===== config.mk =====
export PLATFORM = sky130hd
export DESIGN_NAME = two_button_chord_long_press_detector_core
export DESIGN_NICKNAME = d
export VERILOG_FILES = /design/src/hw/rtl/tbcld_pkg.sv /design/src/hw/rtl/tbcld_tick.sv /design/src/hw/rtl/tbcld_evq.sv /design/src/hw/rtl/two_button_chord_long_press_detector_core.sv
export SDC_FILE = /design/constraint.sdc
export NUM_CORES = 1
export LEC_CHECK = 0
export BUFFER_PORTS_ARGS = -buffer_cell sky130_fd_sc_hd__buf_2
export CELL_PAD_IN_SITES_DETAIL_PLACEMENT = 1
export CELL_PAD_IN_SITES_GLOBAL_PLACEMENT = 2
export CORE_MARGIN = 10
export CORE_UTILIZATION = 40
export CTS_BUF_LIST = sky130_fd_sc_hd__clkbuf_4
export CTS_CLUSTER_SIZE = 12
export DETAILED_ROUTE_END_ITERATION = 8
export PLACE_DENSITY = 0.87
export SETUP_SLACK_MARGIN = 0.4
export SLEW_MARGIN = 25
export SYNTH_ARGS = -nofsm -noshare
export SYNTH_HDL_FRONTEND = slang
export SYNTH_SLANG_ARGS = --single-unit

===== constraint.sdc =====
create_clock -name clk -period 11.4 [get_ports clk]
set_input_delay 0.57 -clock clk [delete_from_list [all_inputs] [get_ports clk]]
set_output_delay 0.57 -clock clk [all_outputs]
set_load 0.02 [all_outputs]

===== src/hw/rtl/tbcld_pkg.sv =====
// ----------------------------------------------------------------------------
// tbcld_pkg
// Shared types and constants for the two-button chord and long-press detector.
// ----------------------------------------------------------------------------
`timescale 1ns / 1ps
`default_nettype none

package tbcld_pkg;

  localparam int TIMER_BITS_DEF = 16;
  localparam int MAX_EVENTS     = 4;
  localparam int EV_CNT_W       = 3;
  localparam int CFG_AW         = 4;
  localparam int CFG_DW         = 32;

  // Register indexes, taken from paddr[3:2].
  localparam logic [1:0] REG_DEBOUNCE     = 2'd0;
  localparam logic [1:0] REG_CHORD_WINDOW = 2'd1;
  localparam logic [1:0] REG_LONG_PRESS   = 2'd2;

  localparam logic [9:0]  DEBOUNCE_RST     = 10'd50;
  localparam logic [10:0] CHORD_WINDOW_RST = 11'd200;
  localparam logic [13:0] LONG_PRESS_RST   = 14'd1000;

  typedef enum logic [2:0] {
    EV_LEFT_PRESS  = 3'd0,
    EV_RIGHT_PRESS = 3'd1,
    EV_BOTH_PRESS  = 3'd2,
    EV_LEFT_LONG   = 3'd3,
    EV_RIGHT_LONG  = 3'd4
  } ev_code_t;

  typedef struct packed {
    logic left_level;
    logic right_level;
  } in_item_t;

  typedef struct packed {
    ev_code_t    event_code;
    logic [15:0] hold_dur;
    logic        left_down;
    logic        right_down;
    logic        chord_held;
    logic        last_event;
  } out_item_t;

  typedef out_item_t [MAX_EVENTS-1:0] ev_vec_t;

  typedef struct packed {
    logic [9:0]  dbnc_time;
    logic [10:0] chord_win;
    logic [13:0] hold_time;
  } cfg_t;

endpackage

`default_nettype wire


===== src/hw/rtl/tbcld_tick.sv =====
// ----------------------------------------------------------------------------
// tbcld_tick
// Per-tick processing: debounce, chord window, long-press timers and the list
// of events that one tick produces.
// ----------------------------------------------------------------------------
`timescale 1ns / 1ps
`default_nettype none

module tbcld_tick #(
  parameter int TIMER_BITS = tbcld_pkg::TIMER_BITS_DEF
) (
  input  wire                               clk,
  input  wire                               rst_n,
  input  tbcld_pkg::cfg_t                   cfg,
  input  wire                               tick_go,
  input  tbcld_pkg::in_item_t               tick_item,
  output tbcld_pkg::ev_vec_t                ev_vec,
  output logic [tbcld_pkg::EV_CNT_W-1:0]    ev_n
);

  import tbcld_pkg::*;

  localparam int TB = TIMER_BITS;

  logic [TB-1:0] ms_r, ms_nxt;
  logic [1:0]    prev_r, prev_nxt;
  logic [TB-1:0] last_r [2];
  logic [TB-1:0] last_nxt [2];
  logic [1:0]    held_r, held_nxt;
  logic [TB-1:0] press_r [2];
  logic [TB-1:0] press_nxt [2];
  logic [1:0]    lfired_r, lfired_nxt;
  logic [10:0]   chord_cd_r [2];
  logic [10:0]   chord_cd_nxt [2];
  logic [13:0]   long_cd_r [2];
  logic [13:0]   long_cd_nxt [2];
  logic          both_r, both_nxt;

  function automatic out_item_t mk_ev(ev_code_t code, logic [15:0] dur,
                                      logic [1:0] hv, logic bf);
    out_item_t e;
    e.event_code  = code;
    e.hold_dur    = dur;
    e.left_down   = hv[0];
    e.right_down  = hv[1];
    e.chord_held  = bf;
    e.last_event  = 1'b0;
    return e;
  endfunction

  always_comb begin
    logic          bi;
    logic          oi;
    logic [TB-1:0] age;
    logic [31:0]   dwide;
    logic [15:0]   dur;
    logic [13:0]   lpv;
    logic [1:0]    cdue;
    logic [1:0]    ldue;
    logic [1:0]    lv;

    ms_nxt      = ms_r + TB'(1);
    prev_nxt    = prev_r;
    last_nxt    = last_r;
    held_nxt    = held_r;
    press_nxt   = press_r;
    lfired_nxt  = lfired_r;
    chord_cd_nxt = chord_cd_r;
    long_cd_nxt = long_cd_r;
    both_nxt    = both_r;
    ev_vec      = '0;
    ev_n        = '0;
    cdue        = '0;
    ldue        = '0;
    lv          = {tick_item.right_level, tick_item.left_level};
    lpv         = (cfg.hold_time != '0) ? cfg.hold_time : 14'd1;

    // Countdowns run first; one that reaches zero in this tick is due.
    for (int i = 0; i < 2; i++) begin
      if (chord_cd_r[i] != '0) begin
        chord_cd_nxt[i] = chord_cd_r[i] - 11'd1;
        cdue[i]         = (chord_cd_r[i] == 11'd1);
      end
      if (long_cd_r[i] != '0) begin
        long_cd_nxt[i] = long_cd_r[i] - 14'd1;
        ldue[i]        = (long_cd_r[i] == 14'd1);
      end
    end

    // Edges, left before right.
    for (int i = 0; i < 2; i++) begin
      bi  = i[0];
      oi  = ~bi;
      age = ms_nxt - last_r[bi];
      if (lv[bi] != prev_r[bi]) begin
        prev_nxt[bi] = lv[bi];
        if (age >= {{(TB-10){1'b0}}, cfg.dbnc_time}) begin
          last_nxt[bi] = ms_nxt;
          if (!lv[bi]) begin
            held_nxt[bi]   = 1'b1;
            press_nxt[bi]  = ms_nxt;
            lfired_nxt[bi] = 1'b0;
            if (held_nxt[oi]) begin
              chord_cd_nxt[oi] = '0;
              cdue[oi]         = 1'b0;
              long_cd_nxt[0]   = '0;
              long_cd_nxt[1]   = '0;
              ldue             = '0;
              both_nxt         = 1'b1;
              if (ev_n < EV_CNT_W'(MAX_EVENTS)) begin
                ev_vec[ev_n[1:0]] = mk_ev(EV_BOTH_PRESS, 16'd0, held_nxt, both_nxt);
                ev_n = ev_n + EV_CNT_W'(1);
              end
            end else if (cfg.chord_win != '0) begin
              chord_cd_nxt[bi] = cfg.chord_win;
              cdue[bi]         = 1'b0;
            end else begin
              if (ev_n < EV_CNT_W'(MAX_EVENTS)) begin
                ev_vec[ev_n[1:0]] = mk_ev(bi ? EV_RIGHT_PRESS : EV_LEFT_PRESS,
                                          16'd0, held_nxt, both_nxt);
                ev_n = ev_n + EV_CNT_W'(1);
              end
              long_cd_nxt[bi] = lpv;
              ldue[bi]        = 1'b0;
            end
          end else begin
            held_nxt[bi]     = 1'b0;
            long_cd_nxt[bi]  = '0;
            chord_cd_nxt[bi] = '0;
            ldue[bi]         = 1'b0;
            cdue[bi]         = 1'b0;
            both_nxt         = 1'b0;
          end
        end
      end
    end

    // Chord window ran out with no second press: report the single press.
    for (int i = 0; i < 2; i++) begin
      bi = i[0];
      if (cdue[bi] && held_nxt[bi] && !both_nxt) begin
        if (ev_n < EV_CNT_W'(MAX_EVENTS)) begin
          ev_vec[ev_n[1:0]] = mk_ev(bi ? EV_RIGHT_PRESS : EV_LEFT_PRESS,
                                    16'd0, held_nxt, both_nxt);
          ev_n = ev_n + EV_CNT_W'(1);
        end
        long_cd_nxt[bi] = lpv;
        ldue[bi]        = 1'b0;
      end
    end

    // Long-press expiries; the duration saturates at 16 bits.
    for (int i = 0; i < 2; i++) begin
      bi    = i[0];
      dwide = 32'(ms_nxt - press_nxt[bi]);
      dur   = (|dwide[31:16]) ? 16'hFFFF : dwide[15:0];
      if (ldue[bi] && held_nxt[bi] && !lfired_nxt[bi]) begin
        lfired_nxt[bi] = 1'b1;
        if (!both_nxt && (ev_n < EV_CNT_W'(MAX_EVENTS))) begin
          ev_vec[ev_n[1:0]] = mk_ev(bi ? EV_RIGHT_LONG : EV_LEFT_LONG,
                                    dur, held_nxt, both_nxt);
          ev_n = ev_n + EV_CNT_W'(1);
        end
      end
    end

    for (int i = 0; i < MAX_EVENTS; i++) begin
      if ((ev_n != '0) && (EV_CNT_W'(i) == ev_n - EV_CNT_W'(1))) begin
        ev_vec[i].last_event = 1'b1;
      end
    end
  end

  always_ff @(posedge clk) begin
    if (!rst_n) begin
      ms_r     <= '0;
      prev_r   <= 2'b11;
      held_r   <= '0;
      lfired_r <= '0;
      both_r   <= 1'b0;
      for (int i = 0; i < 2; i++) begin
        last_r[i]     <= '0;
        press_r[i]    <= '0;
        chord_cd_r[i] <= '0;
        long_cd_r[i]  <= '0;
      end
    end else if (tick_go) begin
      ms_r       <= ms_nxt;
      prev_r     <= prev_nxt;
      held_r     <= held_nxt;
      lfired_r   <= lfired_nxt;
      both_r     <= both_nxt;
      last_r     <= last_nxt;
      press_r    <= press_nxt;
      chord_cd_r <= chord_cd_nxt;
      long_cd_r  <= long_cd_nxt;
    end
  end

  // A chord can only be on while both buttons are held.
  a_both_held: assert property (@(posedge clk) disable iff (!rst_n)
    both_r |-> (held_r == 2'b11))
    else $error("chord flag set without both buttons held");

  a_long_held: assert property (@(posedge clk) disable iff (!rst_n)
    ((long_cd_r[0] == '0) || held_r[0]) && ((long_cd_r[1] == '0) || held_r[1]))
    else $error("long-press timer running on a released button");

  a_chord_held: assert property (@(posedge clk) disable iff (!rst_n)
    ((chord_cd_r[0] == '0) || held_r[0]) && ((chord_cd_r[1] == '0) || held_r[1]))
    else $error("chord window open on a released button");

endmodule

`default_nettype wire


===== src/hw/rtl/tbcld_evq.sv =====
// ----------------------------------------------------------------------------
// tbcld_evq
// Event buffer: holds the events of one tick and hands them out one per cycle while out_stall is low.
// ----------------------------------------------------------------------------
`timescale 1ns / 1ps
`default_nettype none

module tbcld_evq (
  input  wire                             clk,
  input  wire                             rst_n,
  input  wire                             load,
  input  tbcld_pkg::ev_vec_t              ev_vec,
  input  wire [tbcld_pkg::EV_CNT_W-1:0]   ev_n,
  output logic                            ld_ok,
  output logic                            out_valid,
  input  wire                             out_stall,
  output tbcld_pkg::out_item_t            out_item
);

  import tbcld_pkg::*;

  out_item_t             buf_r [MAX_EVENTS];
  logic [EV_CNT_W-1:0]   cnt_r;
  logic [1:0]            rd_r;
  logic                  pop;
  logic                  last_pop;

  assign out_valid = (cnt_r != '0);
  assign out_item  = buf_r[rd_r];
  assign pop       = out_valid && !out_stall;
  assign last_pop  = pop && (({1'b0, rd_r} + EV_CNT_W'(1)) == cnt_r);
  // The next tick may load as the last event of this one leaves.
  assign ld_ok     = (cnt_r == '0) || last_pop;

  always_ff @(posedge clk) begin
    if (!rst_n) begin
      cnt_r <= '0;
      rd_r  <= '0;
    end else if (load) begin
      cnt_r <= ev_n;
      rd_r  <= '0;
    end else if (last_pop) begin
      cnt_r <= '0;
      rd_r  <= '0;
    end else if (pop) begin
      rd_r  <= rd_r + 2'd1;
    end
  end

  always_ff @(posedge clk) begin
    if (load) begin
      for (int i = 0; i < MAX_EVENTS; i++) begin
        buf_r[i] <= ev_vec[i];
      end
    end
  end

  a_cnt_range: assert property (@(posedge clk) disable iff (!rst_n)
    cnt_r <= EV_CNT_W'(MAX_EVENTS))
    else $error("event count out of range");

  a_load_ok: assert property (@(posedge clk) disable iff (!rst_n)
    load |-> ld_ok)
    else $error("event buffer loaded while still holding events");

  a_rd_range: assert property (@(posedge clk) disable iff (!rst_n)
    out_valid |-> ({1'b0, rd_r} < cnt_r))
    else $error("read pointer past event count");

  a_last_flag: assert property (@(posedge clk) disable iff (!rst_n)
    (out_valid && out_item.last_event) |-> (({1'b0, rd_r} + EV_CNT_W'(1)) == cnt_r))
    else $error("last-event flag not on the final event of a tick");

endmodule

`default_nettype wire


===== src/hw/rtl/two_button_chord_long_press_detector_core.sv =====
// ----------------------------------------------------------------------------
// two_button_chord_long_press_detector_core
// Two-button debounce, chord and long-press detector with APB-style config.
// ----------------------------------------------------------------------------
// Usage: send one item per millisecond tick on the in_ channel carrying both
// active-low pin levels. Each tick yields zero to four events on the out_
// channel; last_event marks the final event of a tick, and a tick with no
// event yields nothing. Registers: debounce time at 0x0, chord window at
// 0x4, long-press time at 0x8; write them only while the block is idle.
// Path: an accepted item is held in the input register, and its events are
// then loaded into the event buffer register that drives out_item.
// Throughput: one item per cycle while each tick yields at most one event and
// the receiver does not stall; a tick with more events, up to four, holds the
// single result port, and the input register waits until the last is taken.
// Reset: registers return to 50, 200 and 1000, the millisecond counter and
// all timers clear, and both buttons are taken as released.
// When the receiver stalls, the current event holds; the input register
// fills and in_stall rises, so no item or event is lost.
// ----------------------------------------------------------------------------
`timescale 1ns / 1ps
`default_nettype none

module two_button_chord_long_press_detector_core #(
  parameter int TIMER_BITS = tbcld_pkg::TIMER_BITS_DEF
) (
  input  wire                              clk,
  input  wire                              rst_n,
  input  wire                              in_valid,
  output logic                             in_stall,
  input  tbcld_pkg::in_item_t              in_item,
  output logic                             out_valid,
  input  wire                              out_stall,
  output tbcld_pkg::out_item_t             out_item,
  input  wire                              psel,
  input  wire                              penable,
  input  wire                              pwrite,
  input  wire [tbcld_pkg::CFG_AW-1:0]      paddr,
  input  wire [tbcld_pkg::CFG_DW-1:0]      pwdata,
  output logic [tbcld_pkg::CFG_DW-1:0]     prdata,
  output logic                             pready
);

  import tbcld_pkg::*;

  cfg_t                cfg_r;
  logic                in_vld_r;
  in_item_t            in_item_r;
  logic                ld_ok;
  logic                adv;
  ev_vec_t             ev_vec;
  logic [EV_CNT_W-1:0] ev_n;
  logic                cfg_wr;

  assign pready = 1'b1;
  assign cfg_wr = psel && penable && pwrite;

  always_ff @(posedge clk) begin
    if (!rst_n) begin
      cfg_r.dbnc_time <= DEBOUNCE_RST;
      cfg_r.chord_win <= CHORD_WINDOW_RST;
      cfg_r.hold_time <= LONG_PRESS_RST;
    end else if (cfg_wr) begin
      case (paddr[3:2])
        REG_DEBOUNCE:     cfg_r.dbnc_time <= pwdata[9:0];
        REG_CHORD_WINDOW: cfg_r.chord_win <= pwdata[10:0];
        REG_LONG_PRESS:   cfg_r.hold_time <= pwdata[13:0];
        default: ;
      endcase
    end
  end

  always_comb begin
    case (paddr[3:2])
      REG_DEBOUNCE:     prdata = CFG_DW'(cfg_r.dbnc_time);
      REG_CHORD_WINDOW: prdata = CFG_DW'(cfg_r.chord_win);
      REG_LONG_PRESS:   prdata = CFG_DW'(cfg_r.hold_time);
      default:          prdata = '0;
    endcase
  end

  // The held tick is processed when the event buffer can take its events.
  assign adv      = in_vld_r && ld_ok;
  assign in_stall = in_vld_r && !ld_ok;

  always_ff @(posedge clk) begin
    if (!rst_n) begin
      in_vld_r <= 1'b0;
    end else if (!in_stall) begin
      in_vld_r <= in_valid;
    end
  end

  always_ff @(posedge clk) begin
    if (!in_stall) begin
      in_item_r <= in_item;
    end
  end

  tbcld_tick #(
    .TIMER_BITS(TIMER_BITS)
  ) u_tick (
    .clk       (clk),
    .rst_n     (rst_n),
    .cfg       (cfg_r),
    .tick_go   (adv),
    .tick_item (in_item_r),
    .ev_vec    (ev_vec),
    .ev_n      (ev_n)
  );

  tbcld_evq u_evq (
    .clk       (clk),
    .rst_n     (rst_n),
    .load      (adv),
    .ev_vec    (ev_vec),
    .ev_n      (ev_n),
    .ld_ok     (ld_ok),
    .out_valid (out_valid),
    .out_stall (out_stall),
    .out_item  (out_item)
  );

endmodule

`default_nettype wire

== Yosys cells after proc, flatten, opt, wreduce, memory -nomap -nowiden ==
Memories as Yosys holds them, arrays and structs flattened. A register that Yosys moved wholly into a read port is not among the register bits.
Index checks and enable logic that the tools add are counted.

* Bits in registers: 180
* RAM bits: 92
* Input bits: 45
* Output and inout bits: 58
* Word-level logic and storage cells: 288
* Memories kept: 1

{| class="wikitable"
|+ Memories
! name !! words !! width !! read ports !! clocked after Yosys merged registers in !! write ports !! RTL line !! source
|-
| u_evq.buf_r || 4 || 23 || 1 || 1 || 4 || tbcld_evq.sv:22 || <nowiki>out_item_t buf_r [MAX_EVENTS];</nowiki>
|}

* Add/subtract/negate cells: 17
* Order comparisons: 17
* Equality and inequality tests: 12
* Mux-type cells: 165
* Bitwise gates (word level): 1
* Reductions and logical operators: 53

{| class="wikitable"
|+ Operators by type and width
! operator !! count
|-
| 2-to-1 mux 92 bit || 15
|-
| bitwise mux 92 bit || 6
|-
| demux 23 bit (select 2 bit) || 5
|-
| 2-to-1 mux 14 bit || 15
|-
| 2-to-1 mux 23 bit || 9
|-
| 2-to-1 mux 11 bit || 12
|-
| 2-to-1 mux 16 bit || 8
|-
| 2-to-1 mux 28 bit || 4
|-
| 2-to-1 mux 22 bit || 4
|-
| 2-to-1 mux 3 bit || 20
|-
| 2-to-1 mux 1 bit || 55
|-
| one-hot mux 14 bit (3 select lines) || 1
|-
| nonzero test 14 bit || 3
|-
| subtractor 16 x 16 -> 17 bit || 2
|-
| nonzero test 11 bit || 3
|-
| >= comparator 16 x 10 -> 1 bit || 2
|-
| OR reduction 16 bit || 2
|-
| subtractor 16 bit || 2
|-
| equality test 14 x 1 -> 1 bit, second input constant || 2
|-
| subtractor 14 x 1 -> 14 bit, second input constant || 2
|-
| logical AND 1 bit || 25
|-
| equality test 11 x 1 -> 1 bit, second input constant || 2
|-
| subtractor 11 x 1 -> 11 bit, second input constant || 2
|-
| 2-to-1 mux 2 bit || 10
|-
| other kinds (25) || 54
|}

== Depth between registers and ports, before layout ==
* Depth after elaboration: 31
* Mapped depth: 41
* Depth with buffers taken out: 38

== By module ==
Synthesis repeated with hierarchy kept, for this count alone.

* Cells, all modules: 2132
* Area total of the unflattened synthesis: 18043.6 sq um

{| class="wikitable"
|+ By module, submodules not included
! module !! instances !! cells an instance !! area an instance (sq um) !! sequential area each (sq um)
|-
| tbcld_tick || 1 || 1764 || 12505.7 || 2742.6
|-
| tbcld_evq || 1 || 153 || 3633.5 || 2902.8
|-
| two_button_chord_long_press_detector_core || 1 || 215 || 1904.3 || 780.7
|}

== Least setup slack after synthesis ==
No wires, ideal clock.

* Path type: reg2reg
* Start: reg u_tick.ms_r[0]
* End: mem u_evq.buf_r[0][19] (netlist bit), data pin
* Library setup time: 0.278 ns
* Arrival: 8.196 ns
* Required time: 11.122 ns
* Setup slack: 2.926 ns
* Cell stages (with the launch flop): 40
* Buffers on the path: 6
* Period minus slack after synthesis: 8.474 ns
* Cells stage by stage: dfxtp_1 ha_1 nand3_1 xor2_1 inv_1 ha_1 buf_6 a2111o_1 o21ai_0 nand2b_1 a21oi_1 xnor2_1 ha_1 a21oi_1 o21ai_0 a31oi_1 o211ai_1 or4_1 [... 4 more ...] buf_2 o211ai_1 o21ai_0 ha_1 o21ai_0 ha_1 mux2i_4 inv_1 ha_1 mux2i_4 inv_2 ha_1 inv_1 a2111o_1 buf_2 nand2_1 buf_2 o22ai_1

{| class="wikitable"
|+ RTL lines
! what !! RTL line !! source
|-
| start: declaration || tbcld_tick.sv:25 || <nowiki>logic [TB-1:0] ms_r, ms_nxt;</nowiki>
|-
| start signal: assignment || tbcld_tick.sv:188 || <nowiki>ms_r <= ms_nxt;</nowiki>
|-
| end: declaration || tbcld_evq.sv:22 ||
|}

==> impl_metrics.json <==
{
  "outcome": "completed",
  "grt_util_met1_pct": 25.6,
  "clock_path_buffers": 3,
  "rows": 76,
  "drt_iter0_markers": 948,
  "overflow": 0,
  "cts_setup_buffers": 0,
  "io_buffers": 63,
  "grt_max_degree": 100,
  "placed_area_um2": 18500,
  "grt_usage_pct": 19.4,
  "min_path_type": "input pin to flop",
  "wl_mm": 52.1,
  "grt_pass1_wl_mm": 84.3,
  "syn_avg_cell_area_um2": 8.75,
  "cts.htree.levels": 3,
  "register_area_um2": 6430,
  "timing.setup.tns_ns": 0,
  "core_um2": 43400,
  "crit_family": "compound AO/OA/AOI/OAI gates",
  "leakagePower_nw": 8.15,
  "dieHeight_um": 230,
  "ctsHoldBuffers": 9,
  "ant_nets": 0,
  "required_ns": 11.89,
  "gr-usage-met3_pct": 3.57,
  "worstSkewPairLatency_ns": 0.80,
  "ys_warn_count": 0,
  "skew_ns": 0.0415,
  "place.gp.congestion": 0.866,
  "crit_top_cell": "ha_1",
  "synth_cells": 2020,
  "via_per_inst": 5.57,
  "placed_cells": 2601,
  "irDropWorstVdd_mv": 0.0636,
  "antenna_found_initial": 2,
  "wl_per_cell_um": 18.9,
  "nNetsFinal": 2261,
  "grt_use_met2_pct": 31.7,
  "multi_input_area_um2": 10400,
  "path_buf_inv": 5,
  "synth_edf_count": 94,
  "clk_pin_slew_ns": 0.07,
  "start_util_pct": 40.8,
  "relSlewSlack_pct": 33.2,
  "netlist-cell-type-count": 89,
  "start_kind": "flop",
  "cap_violations": 0,
  "arrival_ns": 10.52,
  "synth_area_um2": 17700,
  "fin_cells": 2752,
  "async_reset_ff_share_pct": 0,
  "cpPeakStageDelay_ns": 0.73,
  "finalHoldViolCount": 0,
  "die_w_um": 230,
  "pin_count": 103,
  "fin_crit_sh_pct": 88.0,
  "fmax_mhz": 99.7,
  "fp.dieArea_um2": 53000,
  "dp.final_hpwl_mm": 37.5,
  "via_count": 15327,
  "worst_pin_slew_ns": 0.999,
  "stdcell_area_um2": 19600,
  "remaining_drc_errors": 0,
  "ys_ff_latch": 274,
  "syn_to_final_growth_pct": 11.0,
  "rsz0062_at_grt": "false",
  "drive_gt1_share_pct": 13.3,
  "cts_buffers": 79,
  "finalSetupViolCount": 0,
  "slowest_stage": "or4_1",
  "timing_worst_setup_path_type": "flop to flop",
  "min_period_ns": 10.03,
  "end_kind": "flop",
  "cts_tree": "yes",
  "busiest_layer": "met2",
  "post_cts_resized": 0,
  "p_total_mw": 2.76,
  "fillers": 5180,
  "cts-root-buf": "clkbuf_4",
  "numClockSinks": 274,
  "power_density_nw_per_um2": 141,
  "drv_slew": 0,
  "first_pass_iters": 6,
  "crit_fanout": 19,
  "ys_seq_area_share_pct": 36.4,
  "synth_ff_type": "dfxtp_1",
  "grt_pass1_vias": 15930
}
final timing paths:
check	startpoint	endpoint	slack, ns	cells after the start
setup / recovery	u_tick.ms_r[1]	u_evq.buf_r[0][2]	1.37	35
hold / removal	pwdata[0]	cfg_r[25]	0.07	3
setup reg to reg	u_tick.ms_r[1]	u_evq.buf_r[0][2]	1.37	35
hold reg to reg	u_tick.press_r[16]	u_tick.press_r[16]	0.48	2
report_power, final:
part | leakage [nW] | switching, mW | total [mW] | internal, mW
Sequential | 2.38 | 0.0350 | 1.09 | 1.05
Clock | 0.598 | 0.445 | 0.932 | 0.488
Combinational | 5.17 | 0.454 | 0.738 | 0.283
state kept, by name, summed over array words and instances, names as in the netlist, named ones only:
register and count:
u_tick.long_cd_r 28, u_evq.cnt_r 3, u_tick.held_r 2, in_vld_r 1
u_tick.ms_r 16, u_tick.lfired_r 2, u_tick.press_r 32, in_item_r 2
u_evq.rd_r 2, u_tick.prev_r 2, cfg_r 35, u_tick.chord_cd_r 22
u_tick.last_r 32, u_tick.both_r 1, u_evq.buf_r 92
worst reg2reg max path, delay by kind of cell (launching register included):
kind	cells	cell delay (ns)
AO/OA/AOI/OAI	14	3.60
adder cells (fa/ha/maj)	7	2.21
AND/OR/NAND/NOR	4	1.55
buffers and inverters	5	0.76
multiplexers	3	0.67
XOR/XNOR	2	0.54
flip-flops	1	0.39
metrics by stage:
step                hold WS [ns]  setup WS [ns]  util (%)
floorplan                  0.443           2.93         -
global placement           0.452           1.71      42.7
detailed placement         0.472           1.52      42.7
CTS                      0.00171           1.44      45.2
global route              0.0343          0.718      45.2
finish                    0.0681           1.37      45.2
Yosys cell counts (11+ instances only):
cell      number  area (um2)
a211oi_1      11        82.6
a21boi_0      27         203
a21o_1        17         128
a21oi_1      104         521
a22oi_1       14         105
a31oi_1       14        87.6
and2_1        69         432
buf_4         20         150
clkbuf_1      76         285
dfxtp_1      180        3600
edfxtp_1      94        2820
ha_1         106        1330
inv_1         98         368
mux2i_1       41         410
mux4_2        23         518
nand2_1      244         916
nand2b_1      14        87.6
nand3_1       37         185
nand4_1       12        75.1
nor2_1       141         529
nor2b_1       48         300
nor3_1        46         230
nor3b_1       17         128
nor4_1        24         150
o211a_1       39         390
o211ai_1      32         240
o21a_1        17         128
o21ai_0      140         701
o22ai_1       67         419
xnor2_1       64         561
xor2_1        27         236
per-layer routing:
layer / up-vias / part of all wire [%]
met5: - / 0
met4: 0 / 1.6
met3: 67 / 4.5
met2: 284 / 46
met1: 7511 / 48
li1: 7465 / -
placed cells by master (no fill, tap or decap), types with 8 or more instances in the layout:
| master | synthesis | final |
|---|---|---|
| o21ai_1 | 9 | 8 |
| buf_2 | 7 | 62 |
| a22oi_1 | 14 | 14 |
| ha_1 | 106 | 106 |
| a211oi_1 | 11 | 10 |
| o22ai_1 | 67 | 67 |
| dlygate4sd3_1 | 0 | 9 |
| mux2i_1 | 41 | 41 |
| clkbuf_4 | 0 | 123 |
| o21a_1 | 17 | 17 |
| a21o_1 | 17 | 17 |
| a21oi_1 | 104 | 104 |
| edfxtp_1 | 94 | 94 |
| and3_1 | 9 | 9 |
| conb_1 | 2 | 21 |
| nand4_1 | 12 | 12 |
| nand3_1 | 37 | 37 |
| nor3_1 | 46 | 46 |
| o21ai_0 | 140 | 139 |
| nand3b_1 | 9 | 9 |
| buf_4 | 20 | 30 |
| mux4_2 | 23 | 23 |
| nor3b_1 | 17 | 15 |
| nand2_1 | 244 | 244 |
| xor2_1 | 27 | 27 |
| or3_1 | 9 | 9 |
| xnor2_1 | 64 | 64 |
| a21boi_0 | 27 | 27 |
| inv_1 | 98 | 98 |
| nor2b_1 | 48 | 48 |
| and2_1 | 69 | 69 |
| o211a_1 | 39 | 39 |
| dfxtp_1 | 180 | 180 |
| o211ai_1 | 32 | 32 |
| a31oi_1 | 14 | 14 |
| nor2_1 | 141 | 139 |
| nor4_1 | 24 | 23 |
| nand2b_1 | 14 | 14 |
| clkinv_1 | 1 | 13 |
cell families (layout without fill, tap and decap cells):
kind of cell,after synthesis,after routing,share of synthesized area [%]
adders and majority gates,110,110,7.96
and+or+nand+nor,713,713,20.0
xor gates and xnor gates,91,91,4.51
muxes,71,71,5.83
AOI/OAI and AO/OA,542,542,20.0
DFF,274,274,36.4
other,2,23,0.0425
buffers and inverters,217,343,5.25
area by class of cell:
cell class                 count  share of cell area, %
sequential                   274                   32.8
timing repair buffer         102                   3.25
clock inverter                17                  0.364
inverter                     101                   1.96
clock buffer                 123                   4.71
antenna                        2                 0.0255
tap                          585                   3.73
multi-input combinational   1548                   53.2
Power figures use the tool's default switching activity.
